--- src/rtl/lnc_pkg.sv ---
package lnc_pkg;

    // command codes carried by each input item
    typedef enum logic [1:0] {
        CMD_WRITE  = 2'd0,
        CMD_TIMER  = 2'd1,
        CMD_ENV    = 2'd2,
        CMD_LENGTH = 2'd3
    } t_cmd;

    // register numbers
    localparam logic [1:0] REG_CTRL   = 2'd0;
    localparam logic [1:0] REG_SWEEP  = 2'd1;
    localparam logic [1:0] REG_PERIOD = 2'd2;
    localparam logic [1:0] REG_LENGTH = 2'd3;

    localparam int         NUM_REGS      = 4;
    localparam logic [3:0] LEVEL_MAX     = 4'hF;
    localparam logic [11:0] PERIOD_MIN   = 12'd8;
    localparam logic [14:0] LFSR_SEED    = 15'd1;

    // one input item as it travels between stages
    typedef struct packed {
        logic [1:0] cmd;
        logic [1:0] reg_select;
        logic [7:0] write_byte;
    } t_item;

    // timer reload values
    function automatic logic [11:0] period_of(input logic [3:0] idx);
        logic [11:0] val;
        case (idx)
            4'd0:    val = 12'd4;
            4'd1:    val = 12'd8;
            4'd2:    val = 12'd16;
            4'd3:    val = 12'd32;
            4'd4:    val = 12'd64;
            4'd5:    val = 12'd96;
            4'd6:    val = 12'd128;
            4'd7:    val = 12'd160;
            4'd8:    val = 12'd202;
            4'd9:    val = 12'd254;
            4'd10:   val = 12'd380;
            4'd11:   val = 12'd508;
            4'd12:   val = 12'd762;
            4'd13:   val = 12'd1016;
            4'd14:   val = 12'd2034;
            4'd15:   val = 12'd4068;
            default: val = 12'd4;
        endcase
        return val;
    endfunction

    // length counter load values
    function automatic logic [7:0] length_of(input logic [4:0] idx);
        logic [7:0] val;
        case (idx)
            5'd0:    val = 8'd10;
            5'd1:    val = 8'd254;
            5'd2:    val = 8'd20;
            5'd3:    val = 8'd2;
            5'd4:    val = 8'd40;
            5'd5:    val = 8'd4;
            5'd6:    val = 8'd80;
            5'd7:    val = 8'd6;
            5'd8:    val = 8'd160;
            5'd9:    val = 8'd8;
            5'd10:   val = 8'd60;
            5'd11:   val = 8'd10;
            5'd12:   val = 8'd14;
            5'd13:   val = 8'd12;
            5'd14:   val = 8'd26;
            5'd15:   val = 8'd14;
            5'd16:   val = 8'd12;
            5'd17:   val = 8'd16;
            5'd18:   val = 8'd24;
            5'd19:   val = 8'd18;
            5'd20:   val = 8'd48;
            5'd21:   val = 8'd20;
            5'd22:   val = 8'd96;
            5'd23:   val = 8'd22;
            5'd24:   val = 8'd192;
            5'd25:   val = 8'd24;
            5'd26:   val = 8'd72;
            5'd27:   val = 8'd26;
            5'd28:   val = 8'd16;
            5'd29:   val = 8'd28;
            5'd30:   val = 8'd32;
            5'd31:   val = 8'd30;
            default: val = 8'd10;
        endcase
        return val;
    endfunction

endpackage

--- src/rtl/lnc_if.sv ---
// command channel
interface lnc_in_if import lnc_pkg::*; ();
    logic       valid;
    logic       ready;
    logic [1:0] cmd;
    logic [1:0] reg_select;
    logic [7:0] write_byte;

    modport source (output valid, output cmd, output reg_select, output write_byte,
                    input ready);
    modport sink   (input valid, input cmd, input reg_select, input write_byte,
                    output ready);
endinterface

// amplitude channel
interface lnc_out_if import lnc_pkg::*; ();
    logic       valid;
    logic       ready;
    logic [3:0] amplitude;

    modport source (output valid, output amplitude, input ready);
    modport sink   (input valid, input amplitude, output ready);
endinterface

--- src/rtl/lnc_in_stage.sv ---
module lnc_in_stage import lnc_pkg::*; (
    input  logic        i_clk,
    input  logic        i_rst_n,
    lnc_in_if.sink      i_in,
    input  logic        i_take,
    output logic        o_valid,
    output t_item       o_item
);

    logic  r_valid;
    logic  n_valid;
    t_item r_item;
    logic  w_accept;
    logic  w_fire;

    // room when empty or when the held item moves on this cycle
    assign w_fire     = r_valid && i_take;
    assign i_in.ready = i_rst_n && (!r_valid || i_take);
    assign w_accept   = i_in.valid && i_in.ready;

    // valid flag
    always_comb begin
        n_valid = r_valid;
        if (w_accept) begin
            n_valid = 1'b1;
        end else if (w_fire) begin
            n_valid = 1'b0;
        end
    end

    always_ff @(posedge i_clk) begin
        if (!i_rst_n) begin
            r_valid <= 1'b0;
        end else begin
            r_valid <= n_valid;
        end
    end

    // payload capture
    always_ff @(posedge i_clk) begin
        if (w_accept) begin
            r_item <= '{cmd: i_in.cmd, reg_select: i_in.reg_select,
                        write_byte: i_in.write_byte};
        end
    end

    assign o_valid = r_valid;
    assign o_item  = r_item;

endmodule

--- src/rtl/lnc_core.sv ---
module lnc_core import lnc_pkg::*; (
    input  logic        i_clk,
    input  logic        i_rst_n,
    input  logic        i_en,
    input  t_item       i_item,
    output logic [3:0]  o_amplitude
);

    logic [7:0]  r_regs [NUM_REGS];
    logic [7:0]  n_regs [NUM_REGS];
    logic [11:0] r_reload, n_reload;
    logic [11:0] r_count, n_count;
    logic [14:0] r_lfsr, n_lfsr;
    logic [7:0]  r_len, n_len;
    logic        r_restart, n_restart;
    logic [3:0]  r_env_level, n_env_level;
    logic [3:0]  r_env_count, n_env_count;

    logic [3:0]  w_vol;
    logic        w_halt;
    logic        w_tap;
    logic        w_mute;

    assign w_vol   = r_regs[REG_CTRL][3:0];
    assign w_halt  = r_regs[REG_CTRL][5];
    assign w_tap   = r_regs[REG_PERIOD][7] ? r_lfsr[6] : r_lfsr[1];

    // next state for the command
    always_comb begin
        n_regs      = r_regs;
        n_reload    = r_reload;
        n_count     = r_count;
        n_lfsr      = r_lfsr;
        n_len       = r_len;
        n_restart   = r_restart;
        n_env_level = r_env_level;
        n_env_count = r_env_count;
        case (t_cmd'(i_item.cmd))
            CMD_WRITE: begin
                n_regs[i_item.reg_select] = i_item.write_byte;
                case (i_item.reg_select)
                    REG_CTRL:   n_restart = 1'b1;
                    REG_PERIOD: n_reload  = period_of(i_item.write_byte[3:0]);
                    REG_LENGTH: n_len     = length_of(i_item.write_byte[7:3]);
                    default:    n_restart = r_restart;
                endcase
            end
            CMD_TIMER: begin
                if (r_count == '0) begin
                    n_count = r_reload;
                    n_lfsr  = {r_lfsr[0] ^ w_tap, r_lfsr[14:1]};
                end else begin
                    n_count = r_count - 12'd1;
                end
            end
            CMD_ENV: begin
                if (r_restart) begin
                    n_restart   = 1'b0;
                    n_env_level = LEVEL_MAX;
                    n_env_count = w_vol;
                end else if (r_env_count != '0) begin
                    n_env_count = r_env_count - 4'd1;
                end else begin
                    n_env_count = w_vol;
                    if (r_env_level != '0) begin
                        n_env_level = r_env_level - 4'd1;
                    end else if (w_halt) begin
                        n_env_level = LEVEL_MAX;
                    end
                end
            end
            CMD_LENGTH: begin
                if (!w_halt && r_len != '0) begin
                    n_len = r_len - 8'd1;
                end
            end
            default: n_len = r_len;
        endcase
    end

    // state registers
    always_ff @(posedge i_clk) begin
        if (!i_rst_n) begin
            for (int i = 0; i < NUM_REGS; i++) begin
                r_regs[i] <= '0;
            end
            r_reload    <= '0;
            r_count     <= '0;
            r_lfsr      <= LFSR_SEED;
            r_len       <= '0;
            r_restart   <= 1'b0;
            r_env_level <= '0;
            r_env_count <= '0;
        end else if (i_en) begin
            r_regs      <= n_regs;
            r_reload    <= n_reload;
            r_count     <= n_count;
            r_lfsr      <= n_lfsr;
            r_len       <= n_len;
            r_restart   <= n_restart;
            r_env_level <= n_env_level;
            r_env_count <= n_env_count;
        end
    end

    // gating on the updated state
    assign w_mute = (n_len == '0) || (n_reload < PERIOD_MIN) || n_lfsr[0];
    assign o_amplitude = w_mute ? 4'd0
                       : (n_regs[REG_CTRL][4] ? n_regs[REG_CTRL][3:0] : n_env_level);

endmodule

--- src/rtl/lfsr_noise_channel.sv ---
// Noise channel of a sound chip.
// i_in carries one command item: cmd (write, timer tick, envelope tick,
// length tick), reg_select and write_byte. o_out returns one item per
// command, the 4-bit amplitude after the command has taken effect.
// Both channels use valid/ready; an item moves when both are high.
// An accepted item waits in the input register, then the state update and
// gating logic feed the result register. Throughput is one item per cycle
// while the receiver does not stall; the state update (timer, lfsr shift,
// envelope, length counter) is combinational, so it never holds the flow.
// Reset clears the registers, counters and envelope, seeds the lfsr with
// one and empties both stages; i_in.ready is low while reset is held.
// When the receiver stalls, the result register holds its item and the
// input register takes one more item; further items wait on i_in.ready.
// The channel state advances only as an item enters the result register.
module lfsr_noise_channel import lnc_pkg::*; (
    input  logic       i_clk,
    input  logic       i_rst_n,
    lnc_in_if.sink     i_in,
    lnc_out_if.source  o_out
);

    logic       w_stage_valid;
    t_item      w_stage_item;
    logic       w_take;
    logic       w_fire;
    logic [3:0] w_amplitude;
    logic       r_out_valid;
    logic       n_out_valid;
    logic [3:0] r_amplitude;

    assign w_take = !r_out_valid || o_out.ready;
    assign w_fire = w_stage_valid && w_take;

    lnc_in_stage u_in_stage (
        .i_clk   (i_clk),
        .i_rst_n (i_rst_n),
        .i_in    (i_in),
        .i_take  (w_take),
        .o_valid (w_stage_valid),
        .o_item  (w_stage_item)
    );

    lnc_core u_core (
        .i_clk       (i_clk),
        .i_rst_n     (i_rst_n),
        .i_en        (w_fire),
        .i_item      (w_stage_item),
        .o_amplitude (w_amplitude)
    );

    // result register
    always_comb begin
        n_out_valid = r_out_valid;
        if (w_fire) begin
            n_out_valid = 1'b1;
        end else if (o_out.ready) begin
            n_out_valid = 1'b0;
        end
    end

    always_ff @(posedge i_clk) begin
        if (!i_rst_n) begin
            r_out_valid <= 1'b0;
        end else begin
            r_out_valid <= n_out_valid;
        end
    end

    always_ff @(posedge i_clk) begin
        if (w_fire) begin
            r_amplitude <= w_amplitude;
        end
    end

    assign o_out.valid     = r_out_valid;
    assign o_out.amplitude = r_amplitude;

endmodule

--- src/flat_wrapper.sv ---
// flat-port wrapper written by rule: the top's interface ports become plain ports
module lfsr_noise_channel_flat import lnc_pkg::*;
  (i_clk, i_rst_n, i_in_valid, i_in_cmd, i_in_reg_select, i_in_write_byte, i_in_ready, o_out_valid, o_out_amplitude, o_out_ready);
  lnc_in_if i_in_i ();
  lnc_out_if o_out_i ();
  input  logic i_clk;
  input  logic i_rst_n;
  input wire logic [$bits(i_in_i.valid)-1:0] i_in_valid;
  input wire logic [$bits(i_in_i.cmd)-1:0] i_in_cmd;
  input wire logic [$bits(i_in_i.reg_select)-1:0] i_in_reg_select;
  input wire logic [$bits(i_in_i.write_byte)-1:0] i_in_write_byte;
  output wire logic [$bits(i_in_i.ready)-1:0] i_in_ready;
  output wire logic [$bits(o_out_i.valid)-1:0] o_out_valid;
  output wire logic [$bits(o_out_i.amplitude)-1:0] o_out_amplitude;
  input wire logic [$bits(o_out_i.ready)-1:0] o_out_ready;
  assign i_in_i.valid = i_in_valid;
  assign i_in_i.cmd = i_in_cmd;
  assign i_in_i.reg_select = i_in_reg_select;
  assign i_in_i.write_byte = i_in_write_byte;
  assign i_in_ready = i_in_i.ready;
  assign o_out_valid = o_out_i.valid;
  assign o_out_amplitude = o_out_i.amplitude;
  assign o_out_i.ready = o_out_ready;
  lfsr_noise_channel u_core (.i_clk(i_clk), .i_rst_n(i_rst_n), .i_in(i_in_i), .o_out(o_out_i));
endmodule
--- config.mk ---
export PLATFORM = sky130hd
export DESIGN_NAME = lfsr_noise_channel_flat
export DESIGN_NICKNAME = d
export VERILOG_FILES = /design/src/rtl/lnc_pkg.sv /design/src/rtl/lnc_if.sv /design/src/rtl/lnc_in_stage.sv /design/src/rtl/lnc_core.sv /design/src/rtl/lfsr_noise_channel.sv /design/src/flat_wrapper.sv
export SDC_FILE = /design/constraint.sdc
export NUM_CORES = 1
export LEC_CHECK = 0
export ABC_AREA = 0
export BUFFER_PORTS_ARGS = -buffer_cell sky130_fd_sc_hd__buf_2
export CAP_MARGIN = 30
export CORE_MARGIN = 2
export CORE_UTILIZATION = 55
export CTS_CLUSTER_SIZE = 8
export DETAILED_ROUTE_END_ITERATION = 7
export PLACE_DENSITY = 0.71
export SKIP_LAST_GASP = 1
export SLEW_MARGIN = 20
export SYNTH_ARGS = -nofsm -noshare
export SYNTH_HDL_FRONTEND = slang
export SYNTH_SLANG_ARGS = --single-unit
export TNS_END_PERCENT = 1
--- constraint.sdc ---
create_clock -name i_clk -period 7.46 [get_ports i_clk]
set_clock_uncertainty 0.1 [all_clocks]
set_input_delay 0.373 -clock i_clk [delete_from_list [all_inputs] [get_ports i_clk]]
set_output_delay 0.373 -clock i_clk [all_outputs]
set_load 0.02 [all_outputs]
=== Word-level counts from Yosys, hierarchy flattened ===
Memories as Yosys holds them, arrays and structs flattened. A register that Yosys moved wholly into a read port is not among the register bits.
Index checks and enable logic that the tools add are counted.

* Flip-flop bits (word level): 106
* Memory bits (read-only): 400
* Input bits: 16
* Output and inout port bits: 6
* Word-level logic and storage cells: 92
* Memories: 2

{| class="wikitable"
|+ Memories
! name !! words !! width !! read ports !! clocked after memory_dff !! wr ports !! RTL line !! text
|-
| (no name shown) || 32 || 7 || 1 || 1 || 0 || lnc_pkg.sv:57 || <nowiki>case (idx)</nowiki>
|-
| (no name shown) || 16 || 11 || 1 || 1 || 0 || lnc_pkg.sv:32 || <nowiki>case (idx)</nowiki>
|}

* $add $sub $neg: 4
* Magnitude comparators: 3
* Equal/unequal tests: 6
* Multiplexer cells: 29
* Bitwise logic cells: 2
* Reduce and logical (&&, ||, !) cells: 27

{| class="wikitable"
|+ Operators by type and width
! cell !! count
|-
| 2-to-1 mux 12 bit || 3
|-
| 2-to-1 mux 4 bit || 9
|-
| bitwise mux 32 bit || 1
|-
| 2-to-1 mux 29 bit || 1
|-
| 2-to-1 mux 8 bit || 3
|-
| demux 8 bit (select 2 bit) || 1
|-
| one-hot mux 8 bit (2 select lines) || 1
|-
| zero test 12 bit || 1
|-
| less-than comparator 12 x 4 -> 1 bit (second input constant) || 1
|-
| subtractor 12 x 1 -> 12 bit (second input constant) || 1
|-
| equality test 2 bit (second input constant) || 4
|-
| zero test 8 bit || 1
|-
| 2-to-1 mux 1 bit || 8
|-
| nonzero test 4 bit || 2
|-
| nonzero test 8 bit || 1
|-
| subtractor 4 x 1 -> 4 bit (second input constant) || 2
|-
| subtractor 8 x 1 -> 8 bit (second input constant) || 1
|-
| AND reduction 2 bit || 3
|-
| AND reduction 3 bit || 2
|-
| nonzero test 2 bit || 3
|-
| logical AND 1 bit || 5
|-
| 2-to-1 mux 5 bit || 1
|-
| zero test 2 bit || 2
|-
| logical OR 1 bit || 4
|-
| 8 further kinds || 10
|}

=== Longest topological paths before layout ===
* Word-level depth: 8
* Depth in mapped cells: 10
* Gate-level depth less buffers: 8

=== Cells and area by module ===
From an unflattened synthesis, not the netlist that was laid out.

* Cells, all modules: 564
* Area total of the unflattened synthesis: 4,473.0 um^2

{| class="wikitable"
|+ By module, submodules not included
! module !! instances !! cells each !! area each (um^2) !! sequential area each (um^2)
|-
| lnc_core || 1 || 537 || 3,877.5 || 1,241.2
|-
| lnc_in_stage || 1 || 18 || 417.9 || 380.4
|-
| lfsr_noise_channel || 1 || 9 || 177.7 || 140.1
|}

=== Worst setup path after synthesis ===
Ideal clock, no wire load.

* Path kind: reg-to-reg
* From: reg u_core.r_out_valid, in the netlist u_core.o_out.valid
* To: reg (tool-made name)
* Library setup time: 127 ps
* Data arrival time: 3,159 ps
* Required time: 7,233 ps
* Setup slack: 4,074 ps
* Cell stages (with the launch flop): 10
* Buffers on the path: 2
* Clock period less this slack: 3,386 ps
* Cells stage by stage: dfxtp_1 -> and3b_1 -> nor2_1 -> clkbuf_1 -> mux2i_1 -> clkbuf_1 -> ha_1 -> a211oi_1 -> a21o_1 -> a31oi_1

{| class="wikitable"
|+ RTL lines
! element !! RTL line !! text
|-
| start: declaration || lfsr_noise_channel.sv:27 || <nowiki>logic r_out_valid;</nowiki>
|-
| start signal: assignment || lfsr_noise_channel.sv:65 || <nowiki>r_out_valid <= n_out_valid;</nowiki>
|}

=== Worst setup path in the final report ===
* From: reg u_core.u_in_stage.r_item, in the netlist u_core.u_in_stage.o_item[10]
* To: reg u_core.r_amplitude[2], in the netlist u_core.o_out.amplitude[2], data pin

* Longest elaborated chain between the ends: 5
* Elaborated cells on any way between the ends: 14
* Classes of those cells: order compare (1); eq/ne (3); mux (6); reduce/logical (4)

{| class="wikitable"
|+ RTL lines
! element !! RTL line !! text
|-
| start: declaration || lnc_in_stage.sv:12 || <nowiki>t_item r_item;</nowiki>
|-
| start signal: assignment || lnc_in_stage.sv:42 || <nowiki>r_item <= '{cmd: i_in.cmd, reg_select: i_in.reg_select,</nowiki>
|-
| zero test 2 bit / equality test 2 bit (equally long branches) || lnc_core.sv:38 || <nowiki>case (t_cmd'(i_item.cmd))</nowiki>
|-
| 2-to-1 mux 12 bit / one-hot mux 8 bit (2 select lines) (equally long branches) || lnc_core.sv:38 ||
|-
| less-than comparator 12 x 4 -> 1 bit / zero test 8 bit (equally long branches) || lnc_core.sv:107 || <nowiki>assign w_mute = (n_len == '0) || (n_reload < PERIOD_MIN) || n_lfsr[0];</nowiki>
|-
| logical OR 1 bit (2 in series) || lnc_core.sv:107 ||
|-
| end signal: assignment || lfsr_noise_channel.sv:71 || <nowiki>r_amplitude <= w_amplitude;</nowiki>
|-
| end: declaration || lfsr_noise_channel.sv:29 || <nowiki>logic [3:0] r_amplitude;</nowiki>
|}

Parallel ways exist; a longest one is shown, timed or not.
A chain may end at the register's enable or synchronous reset.

==> summary.md <==
| Metric | Value |
|---|---|
| Clock latency reported for the late side of the worst-skew pair | `370 ps` |
| Worst-path clk slew | `100 ps` |
| Worst EP required | `7480 ps` |
| Final net count | `roughly 640` |
| Die X | `between 90 and 100 um` |
| Dpl cells | `between 700 and 800` |
| H-tree depth | `3` |
| Die Area | `9750 sq um` |
| Gr ovfl total | `0` |
| TNS Setup | `0 ps` |
| Total of max-cap violations | `0` |
| Die Y | `just under 100 um` |
| Slew @ Worst Pin | `918 ps` |
| Synthesis-stage register bit count | `about 100` |
| Dpl hpwl | `8400 um` |
| Final count of negative-setup-slack endpoints | `0` |
| # rows | `34` |
| Mapped cell area | `a little under 5000 sq um` |
| FILL cells | `slightly below 800` |
| R2R cell count | `8` |
| Max Root-Sink Buffers | `2` |
| Gpl congestion | `between 0.8 and 0.9` |
| Min-Delay Endpoint | `u_core.u_in_stage.o_item[9]` |
| Synthesized area per cell | `slightly above 8 sq um` |
| Critical path's largest stage delay | `around 540 ps` |
| Hold Crit Class | `in -> reg` |
| Antenna-violating nets left | `0` |
| Post-synth EDFFs | `16` |
| Startpoint of the worst hold path | `i_in_reg_select[1]` |
| Hold path depth | `1` |
| Yosys Warn Count | `0` |
| # DRC | `0` |
| Worst R2R Setup Slack | `between 4000 and 5000 ps` |
| Synth async-reset ratio | `0%` |
| Final cell count without fillers | `723` |
| Final Hold Vio Count | `0` |
| Vias per cell | `roughly 6.1` |
| Slew Limit Fails | `0` |
| Static Leak | `between 1.5 and 2 nW` |
| Power Density | `200 nW/um^2` |
| Sink Count | `98` |
| Vias in the first global route | `4137` |
| Resize count post-CTS | `0` |
| # diodes | `0` |
| Core Footprint | `8720 sq um` |
| Drt first-iter violations | `424` |
| Gr usage total | `between 20% and 30%` |
| Design Power | `between 1 and 1.5 mW` |
| Initial antenna violation count | `0` |
| RR Endpoint | `u_core.o_out.amplitude[2]` |
| Worst path bufs/invs | `1` |
| TritonCTS Buffers | `9` |
| Root Buffer | `clkbuf_8` |
| Crit Path Class | `reg -> reg` |
| Largest net degree at the start of global routing | `44` |
| I/O Pins | `22` |
| TritonCTS clock tree | `yes` |
| Final WL | `approximately 12000 um` |
| Crit Reg-Reg Startpoint | `u_core.u_in_stage.o_item[10]` |
| Crit Path Max Fanout | `9` |
| Pre-antenna DRT Iters | `8` |
| Netlist cell types | `65` |
| CTS Hold Bufs | `0` |
| Most frequent cells in the layout | `nand2_1 (87), dfxtp_1 (82), a21oi_1 (71)` |
| Startpoint types | `flip-flop` |
| Share of cells above drive strength 1 | `8.62%` |
| Fmax | `0.321 GHz` |
| Critical path origin | `u_core.u_in_stage.o_item[10]` |
| Sequential area share after synthesis | `a little over two fifths` |
| Mapped Nets | `637` |
| First-pass GRT wire length | `between 20000 and 25000 um` |
| Unrepaired setup endpoints after global routing | `false` |
| Via count | `4445` |
| Port buffer count | `21` |
| Worst setup EP type | `flip-flop` |
| Starting Density | `between 50% and 60%` |
| Fin worst setup slack | `4350 ps` |
| Most used DFF post-synth | `dfxtp_1` |
| Area growth from synthesis to layout | `7.02%` |
| Worst EP arrival | `between 3000 and 4000 ps` |
| Setup Slack @ Placement | `~4300 ps` |
| Post-layout min period | `slightly above 3000 ps` |
| CP cell instances | `inv_1 -> ha_1 -> and4b_1 -> a32o_1 -> a211oi_2 -> or3b_1 -> or4_1 -> o211a_1` |
| Mapped Cells | `605` |
| Crit share post-route | `between 40% and 50%` |
| Worst path depth | `8` |
| Commonest non-fill, non-tap cell in the layout | `nand2_1` |
| Slew headroom | `a little under two fifths` |
| Status | `complete, no violations` |
| Setup bufs post-CTS | `0` |
| Cell family with most CP delay | `simple AND/OR/NAND/NOR gates` |
| Slowest cell on the critical path | `or4_1` |
| WL/cell | `16.5 um` |
| Worst vdd ir | `115 uV` |
[area by class of cell]
type | instances | area (sq um) | area share, %
Tap cell | 108 | 135 | 2.56
Multi-Input combinational cell | 451 | 2600 | 49.2
Clock inverter | 5 | 43.8 | 0.829
Sequential cell | 98 | 2120 | 40.2
Inverter | 24 | 90.1 | 1.70
Timing Repair Buffer | 26 | 153 | 2.89
Clock buffer | 11 | 141 | 2.68
[per-layer routing]
| layer | vias up | wire [um] | global-route usage (%) |
|---|---|---|---|
| li1 | 2184 | - | - |
| met1 | 2084 | 5890 | 38.6 |
| met2 | 158 | 5050 | 35.5 |
| met3 | 19 | 798 | 4.96 |
| met4 | 0 | 164 | 8.75 |
| met5 | - | 0 | 0 |
[worst max path at each step]
stage               slack, ps                   endpoint
floorplan                4070                  flip-flop
CTS                      4350    u_core.u_core.r_lfsr[1]
global route             4220  u_core.o_out.amplitude[2]
finish                   4350  u_core.o_out.amplitude[2]
detailed placement       4320    u_core.u_core.r_lfsr[2]
global placement         4440    u_core.u_core.r_lfsr[3]
[cells by family after synthesis]
kind of cell / count (synthesis) / synth area share, %
simple gates: 242 / 23.0
compound gates: 173 / 21.4
flops: 98 / 43.0
buf+inv: 56 / 4.43
mux: 18 / 3.75
fa+ha+maj: 17 / 4.26
xor+xnor: 1 / 0.177
[stage by stage]
stage               area [sq um]  hold slack, ps  utilization (%)
global route                5280            63.6             60.6
CTS                         5280            69.3             60.5
floorplan                   4940             329                -
global placement            5070             338             58.1
finish                      5280            82.9             60.6
detailed placement          5090             348             58.4
[synthesized netlist by cell type (4+ instances only)]
cell type,n,area (sq um)
nand2_1,87,327
dfxtp_1,82,1640
a21oi_1,71,355
nor2_1,66,248
o21ai_0,35,175
clkbuf_1,29,109
nand3_1,23,115
inv_1,22,82.6
edfxtp_1,16,480
ha_1,16,200
mux2i_1,14,140
nor3_1,13,65.1
nor4_1,12,75.1
a211oi_1,9,67.6
a31oi_1,9,56.3
nand2b_1,6,37.5
o22ai_1,6,37.5
a221oi_1,5,43.8
nor3b_1,5,37.5
a22oi_1,4,30.0
mux2_2,4,45.0
o211ai_1,4,30.0
[power by group]
group / switching, mW / internal, mW
Combinational: 0.0957 / 0.0522
Clock: 0.201 / 0.136
Sequential: 0.0160 / 0.557
Total: 0.313 / 0.745
(Power assumes the default switching activity.)
